**config.mk**
```make
export PLATFORM = sky130hd
export DESIGN_NAME = survey_robot_mode_sequencer_unit_flat
export DESIGN_NICKNAME = d
export VERILOG_FILES = /design/src/design/srms_pkg.sv /design/src/design/srms_if.sv /design/src/design/survey_robot_mode_sequencer_unit.sv /design/src/flat_wrapper.sv
export SDC_FILE = /design/constraint.sdc
export NUM_CORES = 1
export LEC_CHECK = 0
export BUFFER_PORTS_ARGS = -buffer_cell sky130_fd_sc_hd__buf_4
export CORE_ASPECT_RATIO = 2
export CORE_UTILIZATION = 35
export CTS_BUF_LIST = sky130_fd_sc_hd__clkbuf_4 sky130_fd_sc_hd__clkbuf_8
export CTS_CLUSTER_DIAMETER = 150
export CTS_CLUSTER_SIZE = 12
export DETAILED_ROUTE_END_ITERATION = 7
export GPL_ROUTABILITY_DRIVEN = 1
export PLACE_DENSITY = 0.56
export SYNTH_ARGS = -nofsm -noshare
export SYNTH_HDL_FRONTEND = slang
export SYNTH_SLANG_ARGS = --single-unit
```
**constraint.sdc**
```tcl
create_clock -name clk_i -period 5.76 [get_ports clk_i]
set_input_delay 0.288 -clock clk_i [delete_from_list [all_inputs] [get_ports clk_i]]
set_output_delay 0.288 -clock clk_i [all_outputs]
set_load 0.05 [all_outputs]
```
**src/design/srms_pkg.sv**
```systemverilog
package srms_pkg;

  // Default width of one line-sensor sample
  localparam int unsigned SENSOR_BITS_DEF = 12;

  // Configuration port
  localparam int unsigned CFG_IDX_W  = 3;
  localparam int unsigned CFG_DATA_W = 32;
  localparam int unsigned THR_W      = 12;

  typedef enum logic [CFG_IDX_W-1:0] {
    CFG_LINE_THRESHOLD   = 3'd0,
    CFG_STOPS_PER_AXIS   = 3'd1,
    CFG_STOP_WAIT_MS     = 3'd2,
    CFG_FOLLOW_SETTLE_MS = 3'd3,
    CFG_RETURN_SETTLE_MS = 3'd4,
    CFG_RETURN_SPEED     = 3'd5,
    CFG_NORMAL_SPEED     = 3'd6
  } cfg_idx_e;

  // Register reset values
  localparam logic [THR_W-1:0] LINE_THRESHOLD_RST   = 12'd2048;
  localparam logic [7:0]       STOPS_PER_AXIS_RST   = 8'd4;
  localparam logic [31:0]      STOP_WAIT_MS_RST     = 32'd120000;
  localparam logic [31:0]      FOLLOW_SETTLE_MS_RST = 32'd1750;
  localparam logic [31:0]      RETURN_SETTLE_MS_RST = 32'd2500;
  localparam logic [7:0]       RETURN_SPEED_RST     = 8'd100;
  localparam logic [7:0]       NORMAL_SPEED_RST     = 8'd50;

  localparam logic [7:0] STOP_COUNT_MAX = 8'd255;

  // Mode codes as seen on the result channel
  typedef enum logic [2:0] {
    MODE_CALIBRATE = 3'd0,
    MODE_WAIT      = 3'd1,
    MODE_FOLLOW    = 3'd2,
    MODE_STOP      = 3'd3,
    MODE_CONFIRM   = 3'd4,
    MODE_RETURN    = 3'd5
  } mode_code_e;

  // Sequencer state, one-hot
  typedef enum logic [5:0] {
    ST_CALIBRATE = 6'b000001,
    ST_WAIT      = 6'b000010,
    ST_FOLLOW    = 6'b000100,
    ST_STOP      = 6'b001000,
    ST_CONFIRM   = 6'b010000,
    ST_RETURN    = 6'b100000
  } state_e;

  // Event codes
  typedef enum logic [2:0] {
    EV_NONE       = 3'd0,
    EV_CALIBRATED = 3'd1,
    EV_STOP_LINE  = 3'd2,
    EV_WAIT_OVER  = 3'd3,
    EV_ORIGIN     = 3'd4
  } event_e;

  // One result transaction
  typedef struct packed {
    mode_code_e mode;
    logic       motors_on;
    logic       follow_now;
    logic       calibrate_now;
    logic       brake_now;
    logic       zero_drive;
    logic [7:0] stops_seen;
    logic [7:0] speed_cap;
    event_e     event_res;
  } res_t;

  function automatic mode_code_e mode_code(input state_e st);
    mode_code_e m;
    case (st)
      ST_CALIBRATE: m = MODE_CALIBRATE;
      ST_WAIT:      m = MODE_WAIT;
      ST_FOLLOW:    m = MODE_FOLLOW;
      ST_STOP:      m = MODE_STOP;
      ST_CONFIRM:   m = MODE_CONFIRM;
      ST_RETURN:    m = MODE_RETURN;
      default:      m = MODE_STOP;
    endcase
    return m;
  endfunction

endpackage

```
**src/design/srms_if.sv**
```systemverilog
// Input channel: one control tick
interface srms_in_if
  import srms_pkg::*;
#(
  parameter int unsigned SENSOR_BITS = SENSOR_BITS_DEF
);
  logic                   valid;
  logic                   ready;
  logic [31:0]            now_ms;
  logic                   cal_pressed;
  logic                   start_pressed;
  logic [SENSOR_BITS-1:0] sensor_one;
  logic [SENSOR_BITS-1:0] sensor_two;
  logic [SENSOR_BITS-1:0] sensor_three;
  logic [SENSOR_BITS-1:0] sensor_four;
  logic [SENSOR_BITS-1:0] sensor_five;

  modport source (
    output valid, now_ms, cal_pressed, start_pressed,
           sensor_one, sensor_two, sensor_three, sensor_four, sensor_five,
    input  ready
  );
  modport sink (
    input  valid, now_ms, cal_pressed, start_pressed,
           sensor_one, sensor_two, sensor_three, sensor_four, sensor_five,
    output ready
  );
endinterface

// Result channel: one result per tick
interface srms_out_if;
  logic       valid;
  logic       ready;
  logic [2:0] mode;
  logic       motors_on;
  logic       follow_now;
  logic       calibrate_now;
  logic       brake_now;
  logic       zero_drive;
  logic [7:0] stops_seen;
  logic [7:0] speed_cap;
  logic [2:0] event_res;

  modport source (
    output valid, mode, motors_on, follow_now, calibrate_now, brake_now,
           zero_drive, stops_seen, speed_cap, event_res,
    input  ready
  );
  modport sink (
    input  valid, mode, motors_on, follow_now, calibrate_now, brake_now,
           zero_drive, stops_seen, speed_cap, event_res,
    output ready
  );
endinterface

```
**src/design/survey_robot_mode_sequencer_unit.sv**
```systemverilog
// Channel   | Dir | Handshake   | Carries
// ----------+-----+-------------+-------------------------------------------
// in_i      | in  | valid/ready | now_ms, buttons, five sensor samples
// res_o     | out | valid/ready | mode, flags, stop count, speed cap, event
// cfg_*     | in  | write enable| register index, 32-bit write data
//
// An input transaction passes through one input register, then the mode
// update goes straight into the result register.
// One tick is accepted every cycle while the result is not stalled; the
// throughput is set by the single state update between the input and result registers.
// A stalled result holds both stages; the input register refills as soon
// as its tick moves on. Reset clears state and restores register defaults.
module survey_robot_mode_sequencer_unit
  import srms_pkg::*;
#(
  parameter int unsigned SENSOR_BITS = SENSOR_BITS_DEF
) (
  input  logic                  clk_i,
  input  logic                  rst_ni,
  srms_in_if.sink               in_i,
  srms_out_if.source            res_o,
  input  logic                  cfg_we_i,
  input  logic [CFG_IDX_W-1:0]  cfg_idx_i,
  input  logic [CFG_DATA_W-1:0] cfg_wdata_i
);

  localparam int unsigned CMP_W = (SENSOR_BITS > THR_W) ? SENSOR_BITS : THR_W;
  localparam int unsigned N_SENS = 5;

  // Configuration registers
  logic [THR_W-1:0] line_threshold_q;
  logic [7:0]       stops_per_axis_q;
  logic [31:0]      stop_wait_ms_q;
  logic [31:0]      follow_settle_ms_q;
  logic [31:0]      return_settle_ms_q;
  logic [7:0]       return_speed_q;
  logic [7:0]       normal_speed_q;

  always_ff @(posedge clk_i or negedge rst_ni) begin
    if (!rst_ni) begin
      line_threshold_q   <= LINE_THRESHOLD_RST;
      stops_per_axis_q   <= STOPS_PER_AXIS_RST;
      stop_wait_ms_q     <= STOP_WAIT_MS_RST;
      follow_settle_ms_q <= FOLLOW_SETTLE_MS_RST;
      return_settle_ms_q <= RETURN_SETTLE_MS_RST;
      return_speed_q     <= RETURN_SPEED_RST;
      normal_speed_q     <= NORMAL_SPEED_RST;
    end else if (cfg_we_i) begin
      case (cfg_idx_e'(cfg_idx_i))
        CFG_LINE_THRESHOLD:   line_threshold_q   <= cfg_wdata_i[THR_W-1:0];
        CFG_STOPS_PER_AXIS:   stops_per_axis_q   <= cfg_wdata_i[7:0];
        CFG_STOP_WAIT_MS:     stop_wait_ms_q     <= cfg_wdata_i;
        CFG_FOLLOW_SETTLE_MS: follow_settle_ms_q <= cfg_wdata_i;
        CFG_RETURN_SETTLE_MS: return_settle_ms_q <= cfg_wdata_i;
        CFG_RETURN_SPEED:     return_speed_q     <= cfg_wdata_i[7:0];
        CFG_NORMAL_SPEED:     normal_speed_q     <= cfg_wdata_i[7:0];
        default: ;
      endcase
    end
  end

  // Handshake control
  logic in_valid_q;
  logic res_valid_q;
  logic advance;
  logic in_take;

  assign advance    = in_valid_q && (!res_valid_q || res_o.ready);
  assign in_i.ready = !in_valid_q || advance;
  assign in_take    = in_i.valid && in_i.ready;

  always_ff @(posedge clk_i or negedge rst_ni) begin
    if (!rst_ni) begin
      in_valid_q  <= 1'b0;
      res_valid_q <= 1'b0;
    end else begin
      if (in_i.ready) in_valid_q <= in_i.valid;
      if (advance) res_valid_q <= 1'b1;
      else if (res_o.ready) res_valid_q <= 1'b0;
    end
  end

  // Input register
  logic [31:0]            now_q;
  logic                   cal_q;
  logic                   start_q;
  logic [SENSOR_BITS-1:0] sens_q [N_SENS];

  always_ff @(posedge clk_i) begin
    if (in_take) begin
      now_q     <= in_i.now_ms;
      cal_q     <= in_i.cal_pressed;
      start_q   <= in_i.start_pressed;
      sens_q[0] <= in_i.sensor_one;
      sens_q[1] <= in_i.sensor_two;
      sens_q[2] <= in_i.sensor_three;
      sens_q[3] <= in_i.sensor_four;
      sens_q[4] <= in_i.sensor_five;
    end
  end

  // Line detect: any sensor below threshold
  logic line_seen;
  always_comb begin
    line_seen = 1'b0;
    for (int i = 0; i < N_SENS; i++) begin
      if (CMP_W'(sens_q[i]) < CMP_W'(line_threshold_q)) line_seen = 1'b1;
    end
  end

  // Sequencer state
  state_e      state_q, state_d;
  logic [31:0] wait_start_q, wait_start_d;
  logic [7:0]  stop_cnt_q, stop_cnt_d;
  logic        motor_en_q, motor_en_d;
  logic [7:0]  speed_q, speed_d;

  logic [31:0] elapsed;
  logic        follow_ok, return_ok, wait_over, axis_end;
  logic        follow_f, calib_f, brake_f, zero_f;
  event_e      ev;

  assign elapsed   = now_q - wait_start_q;
  assign follow_ok = line_seen && (elapsed >= follow_settle_ms_q);
  assign return_ok = line_seen && (elapsed >= return_settle_ms_q);
  assign wait_over = elapsed >= stop_wait_ms_q;
  assign axis_end  = stop_cnt_q == stops_per_axis_q;

  // Next-state logic for one tick
  always_comb begin
    state_d      = state_q;
    wait_start_d = wait_start_q;
    stop_cnt_d   = stop_cnt_q;
    motor_en_d   = motor_en_q;
    speed_d      = speed_q;
    follow_f     = 1'b0;
    calib_f      = 1'b0;
    brake_f      = 1'b0;
    zero_f       = 1'b0;
    ev           = EV_NONE;
    case (state_q)
      ST_CALIBRATE: begin
        if (cal_q) begin
          calib_f    = 1'b1;
          motor_en_d = 1'b1;
          state_d    = ST_WAIT;
          ev         = EV_CALIBRATED;
        end else if (start_q) begin
          state_d = ST_WAIT;
        end
      end
      ST_WAIT: begin
        if (start_q) begin
          motor_en_d   = 1'b1;
          state_d      = ST_FOLLOW;
          wait_start_d = now_q;
        end
      end
      ST_FOLLOW: begin
        follow_f = 1'b1;
        if (cal_q) begin
          state_d = ST_CALIBRATE;
          zero_f  = 1'b1;
        end
        // a line in the same tick overrides recalibration
        if (follow_ok) begin
          brake_f      = 1'b1;
          motor_en_d   = 1'b0;
          if (stop_cnt_q != STOP_COUNT_MAX) stop_cnt_d = stop_cnt_q + 8'd1;
          state_d      = ST_STOP;
          wait_start_d = now_q;
          ev           = EV_STOP_LINE;
        end
      end
      ST_STOP: begin
        motor_en_d = 1'b0;
        if (axis_end) begin
          state_d      = ST_RETURN;
          wait_start_d = now_q;
          motor_en_d   = 1'b1;
          stop_cnt_d   = '0;
          if (!cal_q && wait_over) ev = EV_WAIT_OVER;
        end else if (wait_over) begin
          state_d      = ST_CONFIRM;
          wait_start_d = '0;
          ev           = EV_WAIT_OVER;
        end else if (cal_q) begin
          state_d = ST_CONFIRM;
        end
      end
      ST_CONFIRM: begin
        if (start_q && !cal_q) begin
          motor_en_d   = 1'b1;
          state_d      = ST_FOLLOW;
          wait_start_d = now_q;
        end
      end
      ST_RETURN: begin
        follow_f = 1'b1;
        speed_d  = return_speed_q;
        if (return_ok) begin
          brake_f    = 1'b1;
          motor_en_d = 1'b0;
          speed_d    = normal_speed_q;
          state_d    = ST_WAIT;
          ev         = EV_ORIGIN;
        end
      end
      default: state_d = ST_STOP;
    endcase
  end

  always_ff @(posedge clk_i or negedge rst_ni) begin
    if (!rst_ni) begin
      state_q      <= ST_CALIBRATE;
      wait_start_q <= '0;
      stop_cnt_q   <= '0;
      motor_en_q   <= 1'b0;
      speed_q      <= NORMAL_SPEED_RST;
    end else if (advance) begin
      state_q      <= state_d;
      wait_start_q <= wait_start_d;
      stop_cnt_q   <= stop_cnt_d;
      motor_en_q   <= motor_en_d;
      speed_q      <= speed_d;
    end
  end

  // Result register
  res_t res_q;

  always_ff @(posedge clk_i) begin
    if (advance) begin
      res_q.mode          <= mode_code(state_d);
      res_q.motors_on     <= motor_en_d;
      res_q.follow_now    <= follow_f;
      res_q.calibrate_now <= calib_f;
      res_q.brake_now     <= brake_f;
      res_q.zero_drive    <= zero_f;
      res_q.stops_seen    <= stop_cnt_d;
      res_q.speed_cap     <= speed_d;
      res_q.event_res     <= ev;
    end
  end

  assign res_o.valid         = res_valid_q;
  assign res_o.mode          = res_q.mode;
  assign res_o.motors_on     = res_q.motors_on;
  assign res_o.follow_now    = res_q.follow_now;
  assign res_o.calibrate_now = res_q.calibrate_now;
  assign res_o.brake_now     = res_q.brake_now;
  assign res_o.zero_drive    = res_q.zero_drive;
  assign res_o.stops_seen    = res_q.stops_seen;
  assign res_o.speed_cap     = res_q.speed_cap;
  assign res_o.event_res     = res_q.event_res;

  // Checks
  a_brake_motors_off: assert property (@(posedge clk_i) disable iff (!rst_ni)
    res_valid_q && res_q.brake_now |-> !res_q.motors_on)
    else $error("brake pulse with motors enabled");

  a_stop_event_mode: assert property (@(posedge clk_i) disable iff (!rst_ni)
    res_valid_q && (res_q.event_res == EV_STOP_LINE) |->
      (res_q.mode == MODE_STOP) && res_q.brake_now)
    else $error("stop line event without stop wait and brake");

  a_zero_in_follow: assert property (@(posedge clk_i) disable iff (!rst_ni)
    res_valid_q && res_q.zero_drive |-> res_q.follow_now)
    else $error("zero drive outside follow mode");

  a_take_fills: assert property (@(posedge clk_i) disable iff (!rst_ni)
    in_take |=> in_valid_q)
    else $error("accepted tick lost from input register");

  a_drain_empties: assert property (@(posedge clk_i) disable iff (!rst_ni)
    res_valid_q && res_o.ready && !advance |=> !res_valid_q)
    else $error("result repeated after transaction");

endmodule
```
**src/flat_wrapper.sv**
```systemverilog
// flat-port wrapper written by rule: the top's interface ports become plain ports
module survey_robot_mode_sequencer_unit_flat import srms_pkg::*;
#(
  parameter int unsigned SENSOR_BITS = SENSOR_BITS_DEF
)
  (clk_i, rst_ni, cfg_we_i, cfg_idx_i, cfg_wdata_i, in_i_valid, in_i_now_ms, in_i_cal_pressed, in_i_start_pressed, in_i_sensor_one, in_i_sensor_two, in_i_sensor_three, in_i_sensor_four, in_i_sensor_five, in_i_ready, res_o_valid, res_o_mode, res_o_motors_on, res_o_follow_now, res_o_calibrate_now, res_o_brake_now, res_o_zero_drive, res_o_stops_seen, res_o_speed_cap, res_o_event_res, res_o_ready);
  srms_in_if #(.SENSOR_BITS(SENSOR_BITS)) in_i_i ();
  srms_out_if res_o_i ();
  input  logic clk_i;
  input  logic rst_ni;
  input  logic cfg_we_i;
  input  logic [CFG_IDX_W-1:0] cfg_idx_i;
  input  logic [CFG_DATA_W-1:0] cfg_wdata_i;
  input wire logic [$bits(in_i_i.valid)-1:0] in_i_valid;
  input wire logic [$bits(in_i_i.now_ms)-1:0] in_i_now_ms;
  input wire logic [$bits(in_i_i.cal_pressed)-1:0] in_i_cal_pressed;
  input wire logic [$bits(in_i_i.start_pressed)-1:0] in_i_start_pressed;
  input wire logic [$bits(in_i_i.sensor_one)-1:0] in_i_sensor_one;
  input wire logic [$bits(in_i_i.sensor_two)-1:0] in_i_sensor_two;
  input wire logic [$bits(in_i_i.sensor_three)-1:0] in_i_sensor_three;
  input wire logic [$bits(in_i_i.sensor_four)-1:0] in_i_sensor_four;
  input wire logic [$bits(in_i_i.sensor_five)-1:0] in_i_sensor_five;
  output wire logic [$bits(in_i_i.ready)-1:0] in_i_ready;
  output wire logic [$bits(res_o_i.valid)-1:0] res_o_valid;
  output wire logic [$bits(res_o_i.mode)-1:0] res_o_mode;
  output wire logic [$bits(res_o_i.motors_on)-1:0] res_o_motors_on;
  output wire logic [$bits(res_o_i.follow_now)-1:0] res_o_follow_now;
  output wire logic [$bits(res_o_i.calibrate_now)-1:0] res_o_calibrate_now;
  output wire logic [$bits(res_o_i.brake_now)-1:0] res_o_brake_now;
  output wire logic [$bits(res_o_i.zero_drive)-1:0] res_o_zero_drive;
  output wire logic [$bits(res_o_i.stops_seen)-1:0] res_o_stops_seen;
  output wire logic [$bits(res_o_i.speed_cap)-1:0] res_o_speed_cap;
  output wire logic [$bits(res_o_i.event_res)-1:0] res_o_event_res;
  input wire logic [$bits(res_o_i.ready)-1:0] res_o_ready;
  assign in_i_i.valid = in_i_valid;
  assign in_i_i.now_ms = in_i_now_ms;
  assign in_i_i.cal_pressed = in_i_cal_pressed;
  assign in_i_i.start_pressed = in_i_start_pressed;
  assign in_i_i.sensor_one = in_i_sensor_one;
  assign in_i_i.sensor_two = in_i_sensor_two;
  assign in_i_i.sensor_three = in_i_sensor_three;
  assign in_i_i.sensor_four = in_i_sensor_four;
  assign in_i_i.sensor_five = in_i_sensor_five;
  assign in_i_ready = in_i_i.ready;
  assign res_o_valid = res_o_i.valid;
  assign res_o_mode = res_o_i.mode;
  assign res_o_motors_on = res_o_i.motors_on;
  assign res_o_follow_now = res_o_i.follow_now;
  assign res_o_calibrate_now = res_o_i.calibrate_now;
  assign res_o_brake_now = res_o_i.brake_now;
  assign res_o_zero_drive = res_o_i.zero_drive;
  assign res_o_stops_seen = res_o_i.stops_seen;
  assign res_o_speed_cap = res_o_i.speed_cap;
  assign res_o_event_res = res_o_i.event_res;
  assign res_o_i.ready = res_o_ready;
  survey_robot_mode_sequencer_unit #(.SENSOR_BITS(SENSOR_BITS)) u_core (.clk_i(clk_i), .rst_ni(rst_ni), .in_i(in_i_i), .res_o(res_o_i), .cfg_we_i(cfg_we_i), .cfg_idx_i(cfg_idx_i), .cfg_wdata_i(cfg_wdata_i));
endmodule
```
==> flow_metrics.tcl <==
set metrics [dict create \
    status "completed" \
    placed_cell_area_um2 18900 \
    drive_gt1_share_pct 18.2 \
    slew_headroom_pct 15.6 \
    syn-mean-instance-area_um2 10.8 \
    synth_seq_area_share_pct 49.5 \
    path_class "flip-flop to flip-flop" \
    hold_slack_ns 0.0542 \
    clk_latency_ns 0.66 \
    htreeDepth 1 \
    cts.sinks 310 \
    synth-seq-cells 310 \
    vias_per_cell 5.01 \
    cts_buffers 29 \
    drt_iter0_markers 443 \
    synth_edf_count 121 \
    fmax_mhz 186 \
    yosys.cell_types.count 72 \
    synthFlopType "dfrtp_1" \
    layout-area-overhead-vs-synth_pct 23.2 \
    remaining_drc_errors 0 \
    wire_per_inst_um 18.1 \
    syn_inst 1574 \
    clk_path_buf_depth 3 \
    grtUsageTotal_pct 18.8 \
    path_max_fanout 16 \
    dieArea_um2 49400 \
    core_area_um2 47600 \
    fin_skew_ns 0.0263 \
    final_area_um2 20900 \
    die_h_um 313 \
    async_reset_ff_share_pct 61.0 \
    grt.overflow.total 0 \
    root_buffer "clkbuf_8" \
    wl_mm 45.7 \
    maxCapViolCount 0 \
    clk_pin_slew_ns 0.09 \
    synth_top_cell_area_share_pct 23.3 \
    final_cells 2527 \
    fin_crit_ns 5.37 \
    required_ns 6.29 \
    worstMarginPinSlew_ns 1.26 \
    report.power.total_mw 9.62 \
    synth.area.top_cells "dfrtp_1, edfxtp_1, ha_1" \
    finalSetupViolCount 0 \
    post-route-util_pct 43.9 \
    synth_common_cells "ha_1, nand2_1, inv_1" \
    p_per_area_nw_per_um2 460 \
    finalWorstSetupSlack_ns 0.392 \
    die_w_um 158 \
    hold_violations 0 \
    vias 12648 \
    antenna_left 0 \
    vdd_ir_drop_max_mv 0.231 \
    post-route-period-util_pct 93.2 \
    min_path_type "input pin to asynchronous set/reset pin" \
    cp-start-kind "flip-flop" \
    antenna_found_initial 4 \
    maxSlewViolCount 0 \
    dp_hpwl_mm 33.2 \
    synth_top_cell_by_area "dfrtp_1" \
    start_util_pct 35.6 \
    cellLeakagePower_nw 9.34 \
    dp.cells 2337 \
    worstPathArrival_ns 5.89 \
    grt_pass1_wl_mm 70.7 \
    cts_tree "done" \
    std_cell_rows 113 \
    synth.most_common_cell "ha_1" \
    grt_pass1_vias 13389 \
    post-place-ws_ns 0.134 \
    synth_fp_nets 1892 \
    nNetsFinal 2186 \
    gp_congestion 0.863 \
    fillCellCount 4530 \
    setup_tns_ns 0 \
    dr.pass1.iters 5 \
    yosysWarnings 0 \
    port-buffer-count 162 \
    cp-end-kind "flip-flop" \
    syn-cell-area_um2 17000 \
    pin_count 163 \
    grt_max_degree 167 \
]
## layout make-up
class / count / area, um^2 / area share [%]
Antenna cell: 4 / 10.0 / 0.0478
Inverter: 161 / 604 / 2.89
Multi-Input combinational cell: 1059 / 7850 / 37.5
Clock inverter: 1 / 11.3 / 0.0538
Tap cell: 632 / 791 / 3.78
Sequential cell: 310 / 8400 / 40.2
Timing Repair Buffer: 307 / 2670 / 12.8
Clock buffer: 53 / 586 / 2.80
## logic make-up after synthesis
| kind of cell | after synthesis | synth area share [%] |
|---|---|---|
| adders and majority gates | 184 | 13.6 |
| DFF | 310 | 49.5 |
| AOI/OAI and AO/OA | 365 | 13.5 |
| and+or+nand+nor | 375 | 10.5 |
| buffers and inverters | 205 | 4.71 |
| xor gates and xnor gates | 32 | 1.65 |
| muxes | 103 | 6.52 |
## cell usage in the layout, fill, tap and decap left out, drive strengths merged, types with 13 or more instances in the layout
cell	Yosys	layout
nand4	29	29
dfstp	31	31
nor2	52	52
ha	183	183
buf	8	175
a21o	49	49
edfxtp	121	121
nand2b	23	23
a21oi	74	74
mux2	61	61
inv	161	162
a31oi	16	16
o21ai	137	137
nand3	21	21
dfrtp	158	158
nor3	16	16
dlygate4sd3	0	130
a211oi	13	13
nand2	181	181
xnor2	26	26
clkbuf	36	55
mux2i	42	42
## path summary, 6_finish.rpt
| check | from | to | slack [ns] | cells past startpoint |
|---|---|---|---|---|
| max | u_core.now_q[7] | u_core.wait_start_q[7] | 0.39 | 20 |
| min in group clk_i | cfg_idx_i[2] | u_core.line_threshold_q[11] | 0.20 | 5 |
| max reg2reg | u_core.now_q[7] | u_core.wait_start_q[7] | 0.39 | 20 |
| min | rst_ni | u_core.normal_speed_q[0] | 0.05 | 2 |
| min reg2reg | u_core.speed_q[7] | u_core.speed_q[7] | 0.49 | 2 |
| max in group asynchronous | rst_ni | u_core.wait_start_q[5] | 4.39 | 3 |
## sequential cells by signal, indices dropped and copies added (netlist names), 3 cells and up
register and cells:
u_core.speed_q 8, u_core.stop_cnt_q 8, u_core.normal_speed_q 8, u_core.line_threshold_q 12, u_core.stops_per_axis_q 8, u_core.res_o.event_res 3
u_core.res_o.speed_cap 8, u_core.now_q 32, u_core.return_speed_q 8, u_core.return_settle_ms_q 32, u_core.state_q 6, u_core.stop_wait_ms_q 32
u_core.res_o.mode 3, u_core.wait_start_q 32, u_core.follow_settle_ms_q 32, u_core.sens_q 60, u_core.res_o.stops_seen 8
## per-layer routing
layer | track usage, % | up-vias | share of wire, %
li1 | - | 6215 | -
met1 | 18.6 | 6075 | 36
met2 | 37.2 | 269 | 56
met3 | 2.08 | 87 | 3.1
met4 | 9.49 | 2 | 4.9
met5 | 0 | - | 0.037
## critical path, stage by stage (launching register included)
cell       delay, ns
edfxtp_1        0.41
ha_1            0.36
a2111oi_2       0.47
inv_1           0.08
o2111ai_1       0.31
a21oi_1         0.19
o21ai_0         0.38
a31oi_1         0.19
o211ai_1        0.44
ha_1            0.33
a21o_1          0.18
a21oi_1         0.13
o211ai_1        0.10
a31oi_1         0.27
inv_1           0.13
a2111oi_4       0.40
nor2_1          0.16
nor4b_4         0.16
buf_4           0.20
clkbuf_16       0.19
mux2i_1         0.15
## repair_timing
item,in CTS,in global routing
hold buffers,130,0
endpoints found under the hold margin,251,0
buffers inserted,0,1
resized for setup,0,11
setup endpoints to repair,0,51
## report_power, final
part	total, mW	internal (mW)	switching [mW]
registers	2.98	2.77	0.208
logic	5.21	2.11	3.09
clock network	1.43	0.635	0.796
total	9.62	5.52	4.10
(Power assumes the default switching activity.)
